--- src/rtl/pcacf_pkg.sv ---
// Shared widths, defaults and register codes of the per-channel average change filter.
// No dependencies; used by the top level and its checker.
package pcacf_pkg;

   // Field widths
   localparam int SENSOR_W = 3;
   localparam int SAMPLE_W = 12;
   localparam int AVG_W    = 16;
   localparam int THRESH_W = 12;

   // Packed stream widths, padded to whole bytes
   localparam int REQ_TDATA_W = 16;
   localparam int RSP_TDATA_W = 24;

   // Parameter defaults
   localparam int NUM_SENSORS_DEFAULT = 8;
   localparam int WINDOW_DEFAULT      = 3;

   // Register port
   localparam int CSR_ADDR_W = 3;
   localparam int CSR_DATA_W = 32;
   localparam int CSR_IDX_W  = 1;
   localparam logic [CSR_IDX_W-1:0] REG_DEADBAND = 1'd0;
   localparam logic [THRESH_W-1:0]  THRESH_RESET = 12'd23;

endpackage

--- src/rtl/pcacf_ram.sv ---
// Generic single-write, single-read RAM with a registered read port.
// No dependencies.
module pcacf_ram #(
   parameter int WIDTH = 8,
   parameter int DEPTH = 16,
   localparam int ADDR_W = (DEPTH > 1) ? $clog2(DEPTH) : 1
) (
   input  logic              clock,
   input  logic              wr_en,
   input  logic [ADDR_W-1:0] wr_addr,
   input  logic [WIDTH-1:0]  wr_data,
   input  logic [ADDR_W-1:0] rd_addr,
   output logic [WIDTH-1:0]  rd_data
);

   logic [WIDTH-1:0] mem_ff [DEPTH];
   logic [WIDTH-1:0] rd_data_ff;

   // Write one word; the read word is registered
   always_ff @(posedge clock) begin
      if (wr_en) begin
         mem_ff[wr_addr] <= wr_data;
      end
      rd_data_ff <= mem_ff[rd_addr];
   end

   assign rd_data = rd_data_ff;

endmodule

--- src/rtl/per_channel_average_change_filter.sv ---
// Per-channel moving average with a change-report deadband: top level.
// Depends on pcacf_pkg and pcacf_ram.
//
// Usage
//   req channel: one transaction carries a sensor number and a 1/16 degC sample.
//   rsp channel: one transaction carries the sensor number and its new window
//     average in 1/256 degC, sent only when the average has moved by more than
//     the deadband register since the last report for that sensor.
//   csr port: deadband register at byte address 0 (reset value 23).
// Sequencing
//   A transaction with an out-of-range sensor number is dropped; req_tready
//   stays high. Any other is taken through the sequencer states record
//   fetch, window sum, rounding prep, reciprocal multiply and compare, back
//   to idle, where the next transaction is taken. The window sum reads the
//   sample RAM one slot a cycle, fill being the number of valid window slots
//   (1..WINDOW).
//   A report raises rsp_tvalid in the same cycle that the sequencer returns
//   to idle.
// Reset clears the slot fill counts, ring positions and reported averages (by
//   per-sensor record valid bits) and the output register, and sets the
//   deadband back to 23.
// A stalled rsp channel holds the report; a new transaction is still taken,
//   and the sequencer waits before loading the next report until it drains.
module per_channel_average_change_filter #(
   parameter int NUM_SENSORS = pcacf_pkg::NUM_SENSORS_DEFAULT,
   parameter int WINDOW      = pcacf_pkg::WINDOW_DEFAULT
) (
   input  logic                                clock,
   input  logic                                reset,
   // req_tdata: sensor_index [2:0], sample [14:3], zero [15]
   input  logic                                req_tvalid,
   output logic                                req_tready,
   input  logic [pcacf_pkg::REQ_TDATA_W-1:0]   req_tdata,
   // rsp_tdata: report_index [2:0], average_value [18:3], zero [23:19]
   output logic                                rsp_tvalid,
   input  logic                                rsp_tready,
   output logic [pcacf_pkg::RSP_TDATA_W-1:0]   rsp_tdata,
   // register port
   input  logic                                csr_psel,
   input  logic                                csr_penable,
   input  logic                                csr_pwrite,
   input  logic [pcacf_pkg::CSR_ADDR_W-1:0]    csr_paddr,
   input  logic [pcacf_pkg::CSR_DATA_W-1:0]    csr_pwdata,
   output logic [pcacf_pkg::CSR_DATA_W-1:0]    csr_prdata,
   output logic                                csr_pready
);

   import pcacf_pkg::*;

   localparam int SEL_W   = (NUM_SENSORS > 1) ? $clog2(NUM_SENSORS) : 1;
   localparam int ST_AW   = $clog2(NUM_SENSORS * WINDOW);
   localparam int WP_W    = $clog2(WINDOW);
   localparam int CNT_W   = $clog2(WINDOW + 1);
   localparam int SUM_W   = SAMPLE_W + $clog2(WINDOW);
   localparam int MAG_W   = SUM_W + 4;
   localparam int DIFF_W  = AVG_W + 1;
   // Reciprocal scaling: exact floor division for any numerator below 2**MAG_W
   localparam int RSH     = MAG_W + $clog2(WINDOW);
   localparam int RCP_W   = RSH + 1;
   localparam int PROD_W  = MAG_W + RCP_W;

   typedef enum logic [5:0] {
      S_IDLE = 6'b000001,
      S_META = 6'b000010,
      S_SUM  = 6'b000100,
      S_PREP = 6'b001000,
      S_DIV  = 6'b010000,
      S_CMP  = 6'b100000
   } state_type;

   // Per-sensor record kept in the metadata RAM
   typedef struct packed {
      logic [AVG_W-1:0] last;
      logic [WP_W-1:0]  wpos;
      logic [CNT_W-1:0] fill;
   } meta_type;

   // Control registers
   state_type               state_ff, state_in;
   logic [NUM_SENSORS-1:0]  rec_valid_ff, rec_valid_in;
   logic                    pend_ff, pend_in;
   logic                    rsp_valid_ff, rsp_valid_in;
   logic [THRESH_W-1:0]     threshold_ff, threshold_in;

   // Datapath registers
   logic [SENSOR_W-1:0]     sensor_ff, sensor_in;
   logic [SEL_W-1:0]        sel_ff, sel_in;
   logic [ST_AW-1:0]        base_ff, base_in;
   logic [SAMPLE_W-1:0]     sample_ff, sample_in;
   logic [WP_W-1:0]         wpos_ff, wpos_in;
   logic [CNT_W-1:0]        fill_ff, fill_in;
   logic [AVG_W-1:0]        last_ff, last_in;
   logic [CNT_W-1:0]        k_ff, k_in;
   logic signed [SUM_W-1:0] sum_ff, sum_in;
   logic                    neg_ff, neg_in;
   logic [MAG_W-1:0]        div_ff, div_in;
   logic [SENSOR_W-1:0]     rsp_index_ff, rsp_index_in;
   logic [AVG_W-1:0]        rsp_avg_ff, rsp_avg_in;

   // Stream fields
   logic [SENSOR_W-1:0]     req_sensor;
   logic [SAMPLE_W-1:0]     req_sample;
   logic                    in_range;

   // RAM ports
   logic                    st_we;
   logic [ST_AW-1:0]        st_wr_addr;
   logic [ST_AW-1:0]        st_rd_addr;
   logic [SAMPLE_W-1:0]     st_rd_data;
   logic                    meta_we;
   meta_type                meta_wr;
   logic [SEL_W-1:0]        meta_rd_addr;
   logic [$bits(meta_type)-1:0] meta_rd_bits;
   meta_type                meta;

   // Arithmetic
   logic [SUM_W-1:0]        sum_abs;
   logic [MAG_W-1:0]        mag;
   logic [RCP_W-1:0]        recip;
   logic [PROD_W-1:0]       prod;
   logic [AVG_W-1:0]        avg;
   logic signed [DIFF_W-1:0] diff;
   logic [DIFF_W-1:0]       adiff;
   logic                    report;
   logic                    csr_wr;

   // Reciprocal of a slot count, rounded up (elaboration-time constant)
   function automatic logic [RCP_W-1:0] recip_of(input int c);
      return RCP_W'(((64'd1 << RSH) + 64'(c) - 64'd1) / 64'(c));
   endfunction

   assign req_sensor = req_tdata[SENSOR_W-1:0];
   assign req_sample = req_tdata[SENSOR_W+SAMPLE_W-1:SENSOR_W];
   assign in_range   = 32'(req_sensor) < NUM_SENSORS;

   // Sample ring store, WINDOW slots per sensor
   pcacf_ram #(
      .WIDTH (SAMPLE_W),
      .DEPTH (NUM_SENSORS * WINDOW)
   ) u_sample_ram (
      .clock   (clock),
      .wr_en   (st_we),
      .wr_addr (st_wr_addr),
      .wr_data (sample_ff),
      .rd_addr (st_rd_addr),
      .rd_data (st_rd_data)
   );

   // Per-sensor record store: last report, ring position, fill count
   pcacf_ram #(
      .WIDTH ($bits(meta_type)),
      .DEPTH (NUM_SENSORS)
   ) u_meta_ram (
      .clock   (clock),
      .wr_en   (meta_we),
      .wr_addr (sel_ff),
      .wr_data (meta_wr),
      .rd_addr (meta_rd_addr),
      .rd_data (meta_rd_bits)
   );

   // Look the record up while idle, so it is ready in the next state
   assign meta_rd_addr = (state_ff == S_IDLE) ? SEL_W'(req_sensor) : sel_ff;
   assign meta = rec_valid_ff[sel_ff] ? meta_type'(meta_rd_bits) : '0;
   assign st_wr_addr = base_ff + ST_AW'(meta.wpos);
   assign st_rd_addr = base_ff + ST_AW'(k_ff);

   // Rounding numerator: |sum| * 16 plus half the count
   assign sum_abs = sum_ff[SUM_W-1] ? SUM_W'(-sum_ff) : SUM_W'(sum_ff);
   assign mag     = {sum_abs, 4'b0000} + MAG_W'(fill_ff >> 1);

   // Pick the reciprocal for the current slot count
   always_comb begin
      recip = '0;
      for (int c = 1; c <= WINDOW; c++) begin
         if (fill_ff == CNT_W'(c)) begin
            recip = recip_of(c);
         end
      end
   end

   // Divide by the count: multiply by its reciprocal
   assign prod = PROD_W'(div_ff) * PROD_W'(recip);

   // Signed average and deadband compare
   assign avg    = neg_ff ? AVG_W'(-div_ff[AVG_W-1:0]) : div_ff[AVG_W-1:0];
   assign diff   = DIFF_W'(signed'(avg)) - DIFF_W'(signed'(last_ff));
   assign adiff  = diff[DIFF_W-1] ? DIFF_W'(-diff) : DIFF_W'(diff);
   assign report = adiff > DIFF_W'(threshold_ff);

   // Register writes
   assign csr_wr = csr_psel & csr_penable & csr_pwrite & csr_pready &
                   (csr_paddr[CSR_ADDR_W-1:2] == REG_DEADBAND);
   assign threshold_in = csr_wr ? csr_pwdata[THRESH_W-1:0] : threshold_ff;
   assign csr_prdata   = (csr_paddr[CSR_ADDR_W-1:2] == REG_DEADBAND) ?
                         CSR_DATA_W'(threshold_ff) : '0;
   assign csr_pready   = 1'b1;

   // Sequencer
   always_comb begin
      state_in     = state_ff;
      rec_valid_in = rec_valid_ff;
      pend_in      = pend_ff;
      rsp_valid_in = rsp_valid_ff;
      sensor_in    = sensor_ff;
      sel_in       = sel_ff;
      base_in      = base_ff;
      sample_in    = sample_ff;
      wpos_in      = wpos_ff;
      fill_in      = fill_ff;
      last_in      = last_ff;
      k_in         = k_ff;
      sum_in       = sum_ff;
      neg_in       = neg_ff;
      div_in       = div_ff;
      rsp_index_in = rsp_index_ff;
      rsp_avg_in   = rsp_avg_ff;
      st_we        = 1'b0;
      meta_we      = 1'b0;
      meta_wr      = '0;

      // Drain the output register
      if (rsp_tready) begin
         rsp_valid_in = 1'b0;
      end

      unique case (state_ff)
         S_IDLE: begin
            // Take a transaction; drop it if the sensor is out of range
            if (req_tvalid && in_range) begin
               sensor_in = req_sensor;
               sel_in    = SEL_W'(req_sensor);
               base_in   = ST_AW'(32'(req_sensor) * WINDOW);
               sample_in = req_sample;
               state_in  = S_META;
            end
         end
         S_META: begin
            // Store the sample, advance the ring position and the fill count
            st_we   = 1'b1;
            wpos_in = (meta.wpos == WP_W'(WINDOW - 1)) ? '0 : meta.wpos + 1'b1;
            fill_in = (meta.fill == CNT_W'(WINDOW)) ? meta.fill : meta.fill + 1'b1;
            last_in = meta.last;
            k_in    = '0;
            pend_in = 1'b0;
            sum_in  = '0;
            state_in = S_SUM;
         end
         S_SUM: begin
            // Read one valid slot a cycle, add the one read before
            if (pend_ff) begin
               sum_in = sum_ff + SUM_W'(signed'(st_rd_data));
            end
            if (k_ff < fill_ff) begin
               k_in    = k_ff + 1'b1;
               pend_in = 1'b1;
            end else begin
               pend_in  = 1'b0;
               state_in = S_PREP;
            end
         end
         S_PREP: begin
            neg_in   = sum_ff[SUM_W-1];
            div_in   = mag;
            state_in = S_DIV;
         end
         S_DIV: begin
            // Keep the quotient of the rounded magnitude
            div_in   = MAG_W'(prod >> RSH);
            state_in = S_CMP;
         end
         S_CMP: begin
            // Hold while a report is due and the output is still full
            if (!(report && rsp_valid_ff && !rsp_tready)) begin
               meta_we      = 1'b1;
               meta_wr.last = report ? avg : last_ff;
               meta_wr.wpos = wpos_ff;
               meta_wr.fill = fill_ff;
               rec_valid_in[sel_ff] = 1'b1;
               if (report) begin
                  rsp_valid_in = 1'b1;
                  rsp_index_in = sensor_ff;
                  rsp_avg_in   = avg;
               end
               state_in = S_IDLE;
            end
         end
         default: begin
            state_in = S_IDLE;
         end
      endcase
   end

   // Control state
   always_ff @(posedge clock) begin
      if (reset) begin
         state_ff     <= S_IDLE;
         rec_valid_ff <= '0;
         pend_ff      <= 1'b0;
         rsp_valid_ff <= 1'b0;
         threshold_ff <= THRESH_RESET;
      end else begin
         state_ff     <= state_in;
         rec_valid_ff <= rec_valid_in;
         pend_ff      <= pend_in;
         rsp_valid_ff <= rsp_valid_in;
         threshold_ff <= threshold_in;
      end
   end

   // Datapath
   always_ff @(posedge clock) begin
      sensor_ff    <= sensor_in;
      sel_ff       <= sel_in;
      base_ff      <= base_in;
      sample_ff    <= sample_in;
      wpos_ff      <= wpos_in;
      fill_ff      <= fill_in;
      last_ff      <= last_in;
      k_ff         <= k_in;
      sum_ff       <= sum_in;
      neg_ff       <= neg_in;
      div_ff       <= div_in;
      rsp_index_ff <= rsp_index_in;
      rsp_avg_ff   <= rsp_avg_in;
   end

   assign req_tready = (state_ff == S_IDLE);
   assign rsp_tvalid = rsp_valid_ff;
   assign rsp_tdata  = {(RSP_TDATA_W - AVG_W - SENSOR_W)'(0), rsp_avg_ff, rsp_index_ff};

endmodule

--- config.mk ---
export PLATFORM = sky130hd
export DESIGN_NAME = per_channel_average_change_filter
export DESIGN_NICKNAME = d
export VERILOG_FILES = /design/src/rtl/pcacf_pkg.sv /design/src/rtl/pcacf_ram.sv /design/src/rtl/per_channel_average_change_filter.sv
export SDC_FILE = /design/constraint.sdc
export NUM_CORES = 1
export LEC_CHECK = 0
export BUFFER_PORTS_ARGS = -buffer_cell sky130_fd_sc_hd__buf_2
export CORE_ASPECT_RATIO = 2
export CORE_UTILIZATION = 55
export DETAILED_ROUTE_END_ITERATION = 8
export PLACE_DENSITY = 0.72
export SETUP_SLACK_MARGIN = 0.02
export SYNTH_ARGS = -nofsm -noshare
export SYNTH_HDL_FRONTEND = slang
export SYNTH_SLANG_ARGS = --single-unit
--- constraint.sdc ---
create_clock -name clock -period 10.98 [get_ports clock]
set_input_delay 1.647 -clock clock [delete_from_list [all_inputs] [get_ports clock]]
set_output_delay 1.647 -clock clock [all_outputs]
set_load 0.1 [all_outputs]
Yosys cells after proc, flatten, opt, wreduce, memory -nomap -nowiden
Memory sizes are Yosys's and may differ from the RTL's. A register that Yosys moved wholly into a read port is not among the register bits.
Index checks and enable logic that the tools add are counted.
{"block": "word_totals", "ff_bits": 122, "mem_bits_rw": 448, "in_bits": 58, "out_inout_bits": 59, "elab_cells": 109, "n_memories": 2}
{"block": "op_classes", "add_sub_neg": 11, "mul": 2, "n_lt_le_gt_ge": 4, "n_eq_ne": 16, "mux": 39, "bitwise": 6, "n_reduce_logical": 12}
{"name": "u_sample_ram.mem_ff", "words": 24, "width": 12, "rd": 1, "rd_ports_with_merged_regs": 1, "wr": 1, "line_no": "pcacf_ram.sv:16", "rtl": "logic [WIDTH-1:0] mem_ff [DEPTH];"}
{"name": "u_meta_ram.mem_ff", "words": 8, "width": 20, "rd": 1, "rd_ports_with_merged_regs": 1, "wr": 1, "line_no": "pcacf_ram.sv:16"}
{"cell": "$mux W21", "n": 3}
{"cell": "$mux W20", "n": 2}
{"cell": "$mul A18 B21 Y38", "n": 1}
{"cell": "$pmux W18 S2", "n": 1}
{"cell": "$pmux W6 S6", "n": 1}
{"cell": "$mux W16", "n": 2}
{"cell": "$mux W14", "n": 2}
{"cell": "$pmux W14 S2", "n": 1}
{"cell": "$add A18 B1 Y18", "n": 1}
{"cell": "$mux W6", "n": 3}
{"cell": "$gt A17 B12 Y1", "n": 1}
{"cell": "$mux W17", "n": 1}
{"cell": "$neg A17 Y17", "n": 1}
{"cell": "$sub A16 B16 Y17", "n": 1}
{"cell": "$neg A16 Y16", "n": 1}
{"cell": "$add A14 B12 Y14", "n": 1}
{"cell": "$mux W1", "n": 14}
{"cell": "$neg A14 Y14", "n": 1}
{"cell": "$mux W12", "n": 1}
{"cell": "$add A5 B2 Y5", "n": 2}
{"cell": "$ne A2 B2 Y1 const B", "n": 5}
{"cell": "$eq A2 B2 Y1 const B", "n": 4}
{"cell": "$or A8 B8 Y8", "n": 1}
{"cell": "$reduce_and A2 Y1", "n": 4}
{"cell": "25 further kinds", "n": 35}

Depth between registers and ports, before layout
Gate-level depths: netlist (run 1).
{"block": "logic_depth", "ltp_word": 12, "mapped_depth": 26, "depth_no_buf": 25}

Hierarchy
Synthesis (run 1) repeated with hierarchy kept, for this count alone.
{"block": "unflattened", "hier_cells": 2267, "area_unflattened_um2": 31934.4}
{"mod": "per_channel_average_change_filter", "instances": 1, "cells_each": 1452, "area_each_um2": 13867.0, "seq_area_each_um2": 3353.2}
{"mod": "pcacf_ram at u_sample_ram", "instances": 1, "cells_each": 551, "area_each_um2": 11454.7, "seq_area_each_um2": 8888.5}
{"mod": "pcacf_ram at u_meta_ram", "instances": 1, "cells_each": 264, "area_each_um2": 6612.6, "seq_area_each_um2": 5205.0}

Worst setup path before layout (run 1)
Ideal clock, no wire load.
{"block": "synth_timing", "path_type": "reg-to-reg", "startpoint": "reg div_ff[5]", "endpoint": "mem u_meta_ram.mem_ff[0][0] (netlist bit) (enable)", "setup_ns": 0.448, "arrival_ns": 7.870, "required_ns": 10.532, "slack_ns": 2.662, "stages_incl_launch_ff": 25, "path_buffers": 0, "synth_period_minus_slack_ns": 8.318, "cell_sequence": "edfxtp_1 > or4_1 > or3_1 > or4_1 > or2_2 > o21ai_0 > xnor2_1 > ha_1 > a2111oi_0 > nand2_1 > o21ai_0 > o32ai_2 > nor2_1 > a21oi_1 > ha_1 > nor2b_1 > o21a_1 > o21a_1 > o21ai_0 > a221oi_1 > o31ai_1 > o311ai_4 > a21oi_1 > nand2_2 > nor4_1"}
{"block": "synth_between", "elab_chain_cells": 12}
{"element": "from (decl)", "line_no": "per_channel_average_change_filter.sv:96", "rtl": "logic [MAG_W-1:0] div_ff, div_in;"}
{"element": "from (signal assigned)", "line_no": "per_channel_average_change_filter.sv:323", "rtl": "div_ff <= div_in;"}
{"element": "$neg A16 Y16 (*)", "line_no": "per_channel_average_change_filter.sv:186", "rtl": "assign avg = neg_ff ? AVG_W'(-div_ff[AVG_W-1:0]) : div_ff[AVG_W-1:0];"}
{"element": "$mux W16 (*)", "line_no": "per_channel_average_change_filter.sv:186"}
{"element": "named net avg[13]", "line_no": "per_channel_average_change_filter.sv:121", "rtl": "logic [AVG_W-1:0] avg;"}
{"element": "$sub A16 B16 Y17 (*)", "line_no": "per_channel_average_change_filter.sv:187", "rtl": "assign diff = DIFF_W'(signed'(avg)) - DIFF_W'(signed'(last_ff));"}
{"element": "$neg A17 Y17", "line_no": "per_channel_average_change_filter.sv:188", "rtl": "assign adiff = diff[DIFF_W-1] ? DIFF_W'(-diff) : DIFF_W'(diff);"}
{"element": "$mux W17 (*)", "line_no": "per_channel_average_change_filter.sv:188"}
{"element": "$gt A17 B12 Y1 (*)", "line_no": "per_channel_average_change_filter.sv:189", "rtl": "assign report = adiff > DIFF_W'(threshold_ff);"}
{"element": "$logic_and A1 B1 Y1 (*) (2 in series)", "line_no": "per_channel_average_change_filter.sv:274", "rtl": "if (!(report && rsp_valid_ff && !rsp_tready)) begin"}
{"element": "$mux W1 (*)", "line_no": "per_channel_average_change_filter.sv:274"}
{"element": "$mux W1 (*)", "line_no": "per_channel_average_change_filter.sv:227", "rtl": "unique case (state_ff)"}
{"element": "$mux W1 (*)", "line_no": "pcacf_ram.sv:21", "rtl": "if (wr_en) begin"}
{"element": "$mux W1 (not written as such) (*)", "line_no": "pcacf_ram.sv:22", "rtl": "mem_ff[wr_addr] <= wr_data;"}
{"element": "to (decl)", "line_no": "pcacf_ram.sv:16"}
Mark *: on every way through the listed nets, which the timed path passes. The rest lies on a longest branch.

Worst setup path in the final report (run 1)
{"block": "layout_timing", "startpoint": "reg div_ff[4]", "endpoint": "mem u_meta_ram.mem_ff[0][16] (netlist bit) (enable)"}
The elaborated chain is that of the path after synthesis.

==> out/results.txt, run 1 <==
After floorplanning, the core was divided into 124 placement rows. The cell with the most instances after synthesis is edfxtp_1. After synthesis the netlist holds a flip-flop and latch count of 601.

The worst ir drop on vdd was 0.000153 V; the total placed instance area was 33200 µm². The critical-path maximum fanout is 20. 117 I/O pins were placed. The clock network fraction of total power was 30.7%. The Yosys step of the flow raised 0 warnings. In this run the remaining antenna-violating nets after routing total 0. The detail-routed net length per standard cell was 23.6 µm. For the total setup violations reported at the end of the flow, the log shows 0. The path type of the worst min-delay path was reg -> reg. The commonest cells after synthesis are edfxtp_1, nand2_1, inv_1, ha_1, fa_1. The chip width is 172 µm. After layout, the worst path uses 77.5% of the clock period. The pin count of the biggest net entering global routing was 67; the global-route total usage across every layer was 27.3%. The run finished with clean final reports. After detailed routing, the number of remaining DRC violations is 0.

After clock tree synthesis, the clock-pin slew on the worst setup and hold paths is 0.08 ns. Cell count after synthesis: 2435. The tools report the number of nets in the layout as 2895. STA puts the critical path data arrival time at 8.74 ns. Counting flops with a built-in enable in the synthesized netlist gives 541. The top cell type's share of synthesized area came out at 50.9%.

The number of buffers inserted for hold repair after clock tree synthesis is 0, and the part of the total power dissipated in combinational logic is 26.5%. The final non-filler cell area is 35000 µm², and the worst-case clock skew is 0.0542 ns. The kind of launch point of the worst setup path was a flop. Counting distinct cell types in the post-synthesis netlist gives 89. For this design the ratio of total power to cell area is 180 nW/µm². The total count of max-transition violations in the final report was 0; the biggest cell delay along the critical path was 0.71 ns. The worst register-to-register path begins at div_ff[4]$_DFFE_PN_. The biggest area contributor in the post-synthesis netlist is edfxtp_1.

The tools report the root buffer cell as clkbuf_16. The worst hold path begins at threshold_ff[5]$_SDFFE_PP0P_. Static timing analysis puts the maximum clock frequency at 118 MHz.

Counting flops with an async set or reset pin after synthesis yields a share of 0%. In this run, CTS created clock tree buffers numbering 50. Each instance of the synthesized netlist takes up on average 13.1 µm².

Internal power comes to 4.36 mW. Buffer count from post-CTS setup fixing: 0. For the pin with the worst max-slew slack, the measured transition is 1.37 ns.

The tools report the worst setup path startpoint as div_ff[4]$_DFFE_PN_. Measured against its own limit, the worst slew margin works out to 8.05%. Compared with the post-synthesis result, the final layout area differs by 9.82%. Port buffering added 67 buffers.

Detailed placement finished with a half-perimeter wire length of 57900 µm. The total via count after detailed routing was 19600. The critical path in this run is classified as reg -> reg. In this run switching power makes up 30.8% of total power.

The first-pass GRT wire length was 117000 µm; the leakage power was 13.9 nW. Total count of hold-check failures in the final report: 0. In this run the number of H-tree levels came out at 2. TritonCTS built the clock tree. The slowest stage of the critical path is the a21oi_1 cell.

The first TritonRoute pass finished after 6 iterations. The total overflow left after global routing is 0. The fraction of the core area covered by cells at the end of the flow is 61.2%. After detailed routing, the total wire length is 78200 µm.

By area the synthesized netlist is led by edfxtp_1, fa_1, ha_1. The logs give 57200 µm² for the core outline area and 1.94 mW for the net load switching power. The number of antenna violations at the first check in global routing was 3. The vertical extent of the die is 343 µm.

The routability-driven placement congestion ratio was 0.961; the time the final worst path needs with I/O delays and setup was 8.51 ns. The tools report the total negative slack as 0 ns. The endpoint kind of the worst setup timing path is a flop.

The most instantiated flip-flop cell in the synthesis netlist was edfxtp_1. Counting along the longest clock path gives a buffer depth of 3. The sequential fraction of the synthesis area is 54.7%. In the routed layout, each cell is associated on average with a via count of 5.90.

Setup repair after global routing left no endpoint under its margin. The number of DRC violations after detailed-routing iteration 0 was 1464. Clock latency on the worst-skew pair, taken at its later pin, is 0.62 ns.

The most numerous cell type found on the critical path is o21ai_0. In this run, post-CTS repair resized a total of 0 instances. The synthesized netlist occupies a cell area of 31900 µm². The tools report the via count of the first global-routing pass as 20500.

STA puts the critical path data required time at 11.22 ns. Across the run, the number of max-cap violations was 0. Cells with a size suffix above 1 make up 13.1% of the layout. Sequential cells burn 42.7% of the power. For this configuration, the core starts out at a cell density of 55.7%.

CTS saw 601 sinks. The die covers 59000 µm².
-- final timing paths --
kind / end / slack (ns) / cells after the start
worst max-delay path: u_meta_ram.mem_ff[0][16]$_DFFE_PP_ / 2.47 / 25
worst min-delay path: threshold_ff[5]$_SDFFE_PP0P_ / 0.46 / 2
worst max register to register: u_meta_ram.mem_ff[0][16]$_DFFE_PP_ / 2.47 / 25
worst min register to register: threshold_ff[5]$_SDFFE_PP0P_ / 0.46 / 2
-- routing by layer --
metal	GRT usage [%]	wire length, µm	vias up
met5	0	32	-
met4	23.7	7520	4
met3	3.38	3100	297
met2	51.5	43300	674
met1	24.9	24200	9773
li1	-	-	8850
-- worst max-delay path: cells and delay by family, from the launching register on --
family                     cells  cell delay, ns
and+or+nand+nor                9            2.79
buffers and inverters          1            0.40
AOI/OAI and AO/OA             12            3.57
xor gates and xnor gates       1            0.25
DFF                            1            0.52
adders and majority gates      2            0.59
-- stage by stage --
step           power (mW)  setup slack [ns]  std cells  hold slack, ns
6_report             6.30              2.47       3319           0.456
3_5_place_dp         4.40              2.63       3224           0.447
5_1_grt              6.58              1.99       3319           0.470
3_3_place_gp         4.34              2.68       3224           0.443
2_1_floorplan        3.94              2.66       2459           0.424
4_1_cts              6.33              2.55       3317           0.456
-- power groups by stage --
stage | logic, mW | clock network (mW) | registers [mW]
6_report | 1.67 | 1.94 | 2.69
3_3_place_gp | 1.61 | 0 | 2.73
4_1_cts | 1.67 | 1.96 | 2.69
5_1_grt | 1.85 | 2.03 | 2.70
2_1_floorplan | 1.25 | 0 | 2.70
3_5_place_dp | 1.66 | 0 | 2.74
-- state kept, by name (all words and copies together), names as in the netlist, 2 cells and up --
name,cells
sample_ff,12
fill_ff,2
rsp_index_ff,3
u_meta_ram.rd_data,20
last_ff,16
rsp_avg_ff,16
base_ff,4
rec_valid_ff,8
div_ff,18
sum_ff,14
k_ff,2
sel_ff,3
u_sample_ram.rd_data,12
u_meta_ram.mem_ff,160
threshold_ff,12
wpos_ff,2
u_sample_ram.mem_ff,288
state_ff,6
-- layout make-up --
| class | instances | area, µm² |
|---|---|---|
| multi-input combinational | 1518 | 13200 |
| fill | 4299 | 22200 |
| inverter | 229 | 860 |
| clock inverter | 39 | 531 |
| antenna | 2 | 5.00 |
| sequential | 601 | 17400 |
| timing repair buffer | 120 | 733 |
| tap | 756 | 946 |
| clock buffer | 54 | 1280 |
-- placed cells by master, fill, tap and decap left out, types with 11 or more instances in the layout --
| cell type | Yosys | routed |
|---|---|---|
| a21o_1 | 19 | 18 |
| a21oi_1 | 49 | 47 |
| and3_1 | 47 | 47 |
| buf_2 | 1 | 67 |
| buf_4 | 27 | 53 |
| clkbuf_16 | 0 | 50 |
| conb_1 | 2 | 26 |
| dfxtp_1 | 60 | 60 |
| edfxtp_1 | 541 | 541 |
| fa_1 | 128 | 127 |
| ha_1 | 189 | 188 |
| inv_1 | 229 | 229 |
| mux2i_1 | 35 | 34 |
| mux4_2 | 84 | 84 |
| nand2_1 | 313 | 313 |
| nand2b_1 | 18 | 18 |
| nand3_1 | 109 | 109 |
| nor2_1 | 109 | 109 |
| nor2b_1 | 34 | 34 |
| nor3_1 | 21 | 18 |
| o21ai_0 | 85 | 85 |
| o31ai_1 | 11 | 11 |
| or3_1 | 12 | 12 |
| xnor2_1 | 51 | 49 |
| xor2_1 | 25 | 25 |
-- logic make-up after synthesis --
kind of cell,count (synthesis),share of synthesized area [%]
AND/OR/NAND/NOR,721,10.6
AO/OA/AOI/OAI,257,5.58
multiplexers,119,7.03
other,2,0.0235
flip-flops,601,54.7
buffers and inverters,340,4.41
XOR/XNOR,78,2.19
adder cells (fa/ha/maj),317,15.4
Power figures use the tool's default switching activity.
==> run 2: changes to the inputs <==
PLACE_DENSITY = 0.75   (was 0.72)
clock period = 7.57 ns   (was 10.98 ns; I/O delays follow)
==> out/results.txt, run 2 (synthesized netlist as in run 1, its figures left out) <==
The worst setup path is captured at a flop. Data on the critical path is required at its endpoint by 7.86 ns. After detailed routing, the average wire length per cell comes to 21.5 µm. The routing usage on met3 is 2.49%. Measured on the finished design, the core utilization comes to 61.3%.

Of the total power, the clock network draws 29.7%. For this run, global-route usage on met2 was measured as 47.7%. The chip width was 172 µm.

The length of the first detailed-routing pass in iterations is 5. During I/O placement, the number of pins put on the boundary was 117. The final cycle utilization of the critical path was 94.5%; the count of port buffers added during placement was 67. The number of placed instances with taps included was 3235. The number of antenna diodes in the final layout is 0.

The run gives 3 as the number of buffers on the longest clock path. The power per cell area was 254 nW/µm²; the layout overhead on the synthesized area was 10.1%. The register with the most flip-flops in the layout has 288 of them. The tools report the number of H-tree levels as 2.

Setup repair after global routing left no endpoint under its margin. The final instance count without filler cells came out at 3330. The total via count after detailed routing came out at 19500. The tools report the total count of max-transition violations in the final report as 0. At the end of routability-driven placement, the weighted congestion stood at 0.968. The fraction of layout instances using a drive strength above 1 came out at 13.6%. The critical path is of the reg -> reg type. The total overflow reported by the global router was 0; the worst-case clock skew was 0.0267 ns.

The run finished with clean final reports. The global routing stage identified its most utilized layer as met2. Leaving out fill and tap cells, the most frequent cell in the layout is edfxtp_1. Sequential cells burn 43.9% of the power. The tools report the overall die area as 59000 µm². Entering global routing, the biggest net connects 61 pins.

The run gives 7.45 ns as the arrival time at the worst endpoint. The top cell types in the final layout, fill and taps aside, are edfxtp_1, nand2_1, inv_1. In the routed layout, each cell is associated on average with a via count of 5.84. Total DRC errors in the routed layout: 0. The critical path contains buffers and inverters numbering 2 combined. Clock transition at the registers of the reported paths: 0.07 ns.

The run gives 57200 µm² as the core outline area. The tool flagged a number of max-cap violations equal to 0. Counting the buffers created by CTS gives 51.

Most prevalent standard cell on the critical path: o21ai_0. The critical-path maximum fanout was 12. TritonCTS built the clock tree. The fraction of power spent switching nets is 30.7%, and the number of antenna violations at the first check in global routing is 1. After clock tree synthesis, the flow added hold-fix buffers numbering 0.

Kind of launch point of the worst setup path: a flop. The logs give 6.17 mW for the internal power and 51700 µm for the HPWL after detailed placement. The first-pass GRT wire length is 110000 µm, and the initial core utilization is 55.7%. The run gives 140 MHz as the maximum clock rate. The root buffer cell is clkbuf_16. For this design the static power due to leakage is 13.9 nW.

In this run the worst hold path is classified as reg -> reg. Measured along the y axis, the die boundary spans 343 µm. Count of cells along the worst hold path: 2. The slew of the pin with the lowest slew margin is 1.24 ns. The standard cell with the maximum stage delay on the critical path is nor3_2.

The time the final worst path needs with I/O delays and setup came out at 7.15 ns. For the total count of hold-check failures in the final report, the log shows 0. Setup violations remaining at the end of the flow were counted as 0. The logs give 601 for the CTS sink count and 20700 for the via count of the first global-routing pass.

The number of DRC violations after detailed-routing iteration 0 was 1321. The number of nets in the layout is 2907. The largest single stage delay on the critical path is 0.94 ns.

The final layout contains routed wiring with a total length of 71700 µm. Headroom to the max-slew limit came out at 17.3%. The top register by number of flip-flops is u_sample_ram.mem_ff. In this design, the largest share of critical-path delay is due to simple AND/OR/NAND/NOR gates. The number of cells on the worst reg-to-reg path came out at 25. The clock latency on the worst-skew pair was 0.60 ns; the number of cells on the critical path was 25. VDD sags by at most 0.000254 V.

The number of standard-cell rows in the floorplan came out at 124. Combinational logic is responsible for 26.4% of the overall power. The met1 usage in global routing is 24.7%, and the global-route total usage across every layer is 25.1%. Once detail routing completed, the nets flagged for antenna violations numbered 0. The tools report the net load switching power as 2.73 mW.
==> run 2: cell types whose count changed in the layout (fill, tap and decap cells not counted), moves of 3 or more <==
cell	change
nor2_1	-5
clkinv_2	-4
buf_4	+3
buf_12	+8
nor2_2	+5
clkinv_1	+3
bufinv_16	-6
==> run 2: power groups by stage <==
| stage | logic (mW) | registers, mW | clock network (mW) |
|---|---|---|---|
| after CTS | 2.37 | 3.91 | 2.68 |
| after floorplan | 1.81 | 3.91 | 0 |
| after global placement | 2.27 | 3.96 | 0 |
| after detailed placement | 2.35 | 3.98 | 0 |
| after global routing | 2.62 | 3.92 | 2.80 |
| final | 2.35 | 3.91 | 2.65 |
==> run 2: per-stage QoR <==
step                      hold WS, ns  setup TNS (ns)  instance area, µm²  worst slack [ns]  power (mW)
after CTS                       0.462               0               35100             0.327        8.96
after global placement          0.443               0               33400             0.423        6.23
after detailed placement        0.452               0               33400             0.365        6.33
final                           0.464               0               35100             0.416        8.91
after floorplan                 0.424           -7.61               32000            -0.190        5.72
after global routing            0.482               0               35100            0.0215        9.34
==> run 2: worst paths after layout <==
kind                                      from                      endpoint  slack (ns)
setup / recovery           div_ff[5]$_DFFE_PN_       rsp_avg_ff[0]$_DFFE_PP_        0.42
hold / removal    threshold_ff[5]$_SDFFE_PP0P_  threshold_ff[5]$_SDFFE_PP0P_        0.46
setup reg to reg           div_ff[5]$_DFFE_PN_       rsp_avg_ff[0]$_DFFE_PP_        0.42
hold reg to reg   threshold_ff[5]$_SDFFE_PP0P_  threshold_ff[5]$_SDFFE_PP0P_        0.46
==> run 2: tightest hold or removal path: stages, from the launching register on <==
cell,delay [ns]
dfxtp_1,0.31
nand2_1,0.05
a21oi_1,0.05
==> run 2: metal layers <==
layer	share of wire (%)	routed length (µm)
met1	33	23700
met2	55	39600
met3	3.8	2760
met4	7.8	5600
met5	0.013	9
==> run 2: final cells by class <==
cell class | instances | area (µm²)
Fill cell | 4239 | 22100
Sequential cell | 601 | 17400
Multi-Input combinational cell | 1518 | 13300
Clock buffer | 59 | 1350
Tap cell | 756 | 946
Timing Repair Buffer | 131 | 916
Inverter | 229 | 860
Clock inverter | 36 | 350
==> run 2: what timing repair did <==
| item | 4_1_cts | 5_1_grt |
|---|---|---|
| endpoints found under the setup margin | 0 | 65 |
| gates resized for setup | 0 | 2 |
| setup buffers | 0 | 0 |
| endpoints found under the hold margin | 0 | 0 |
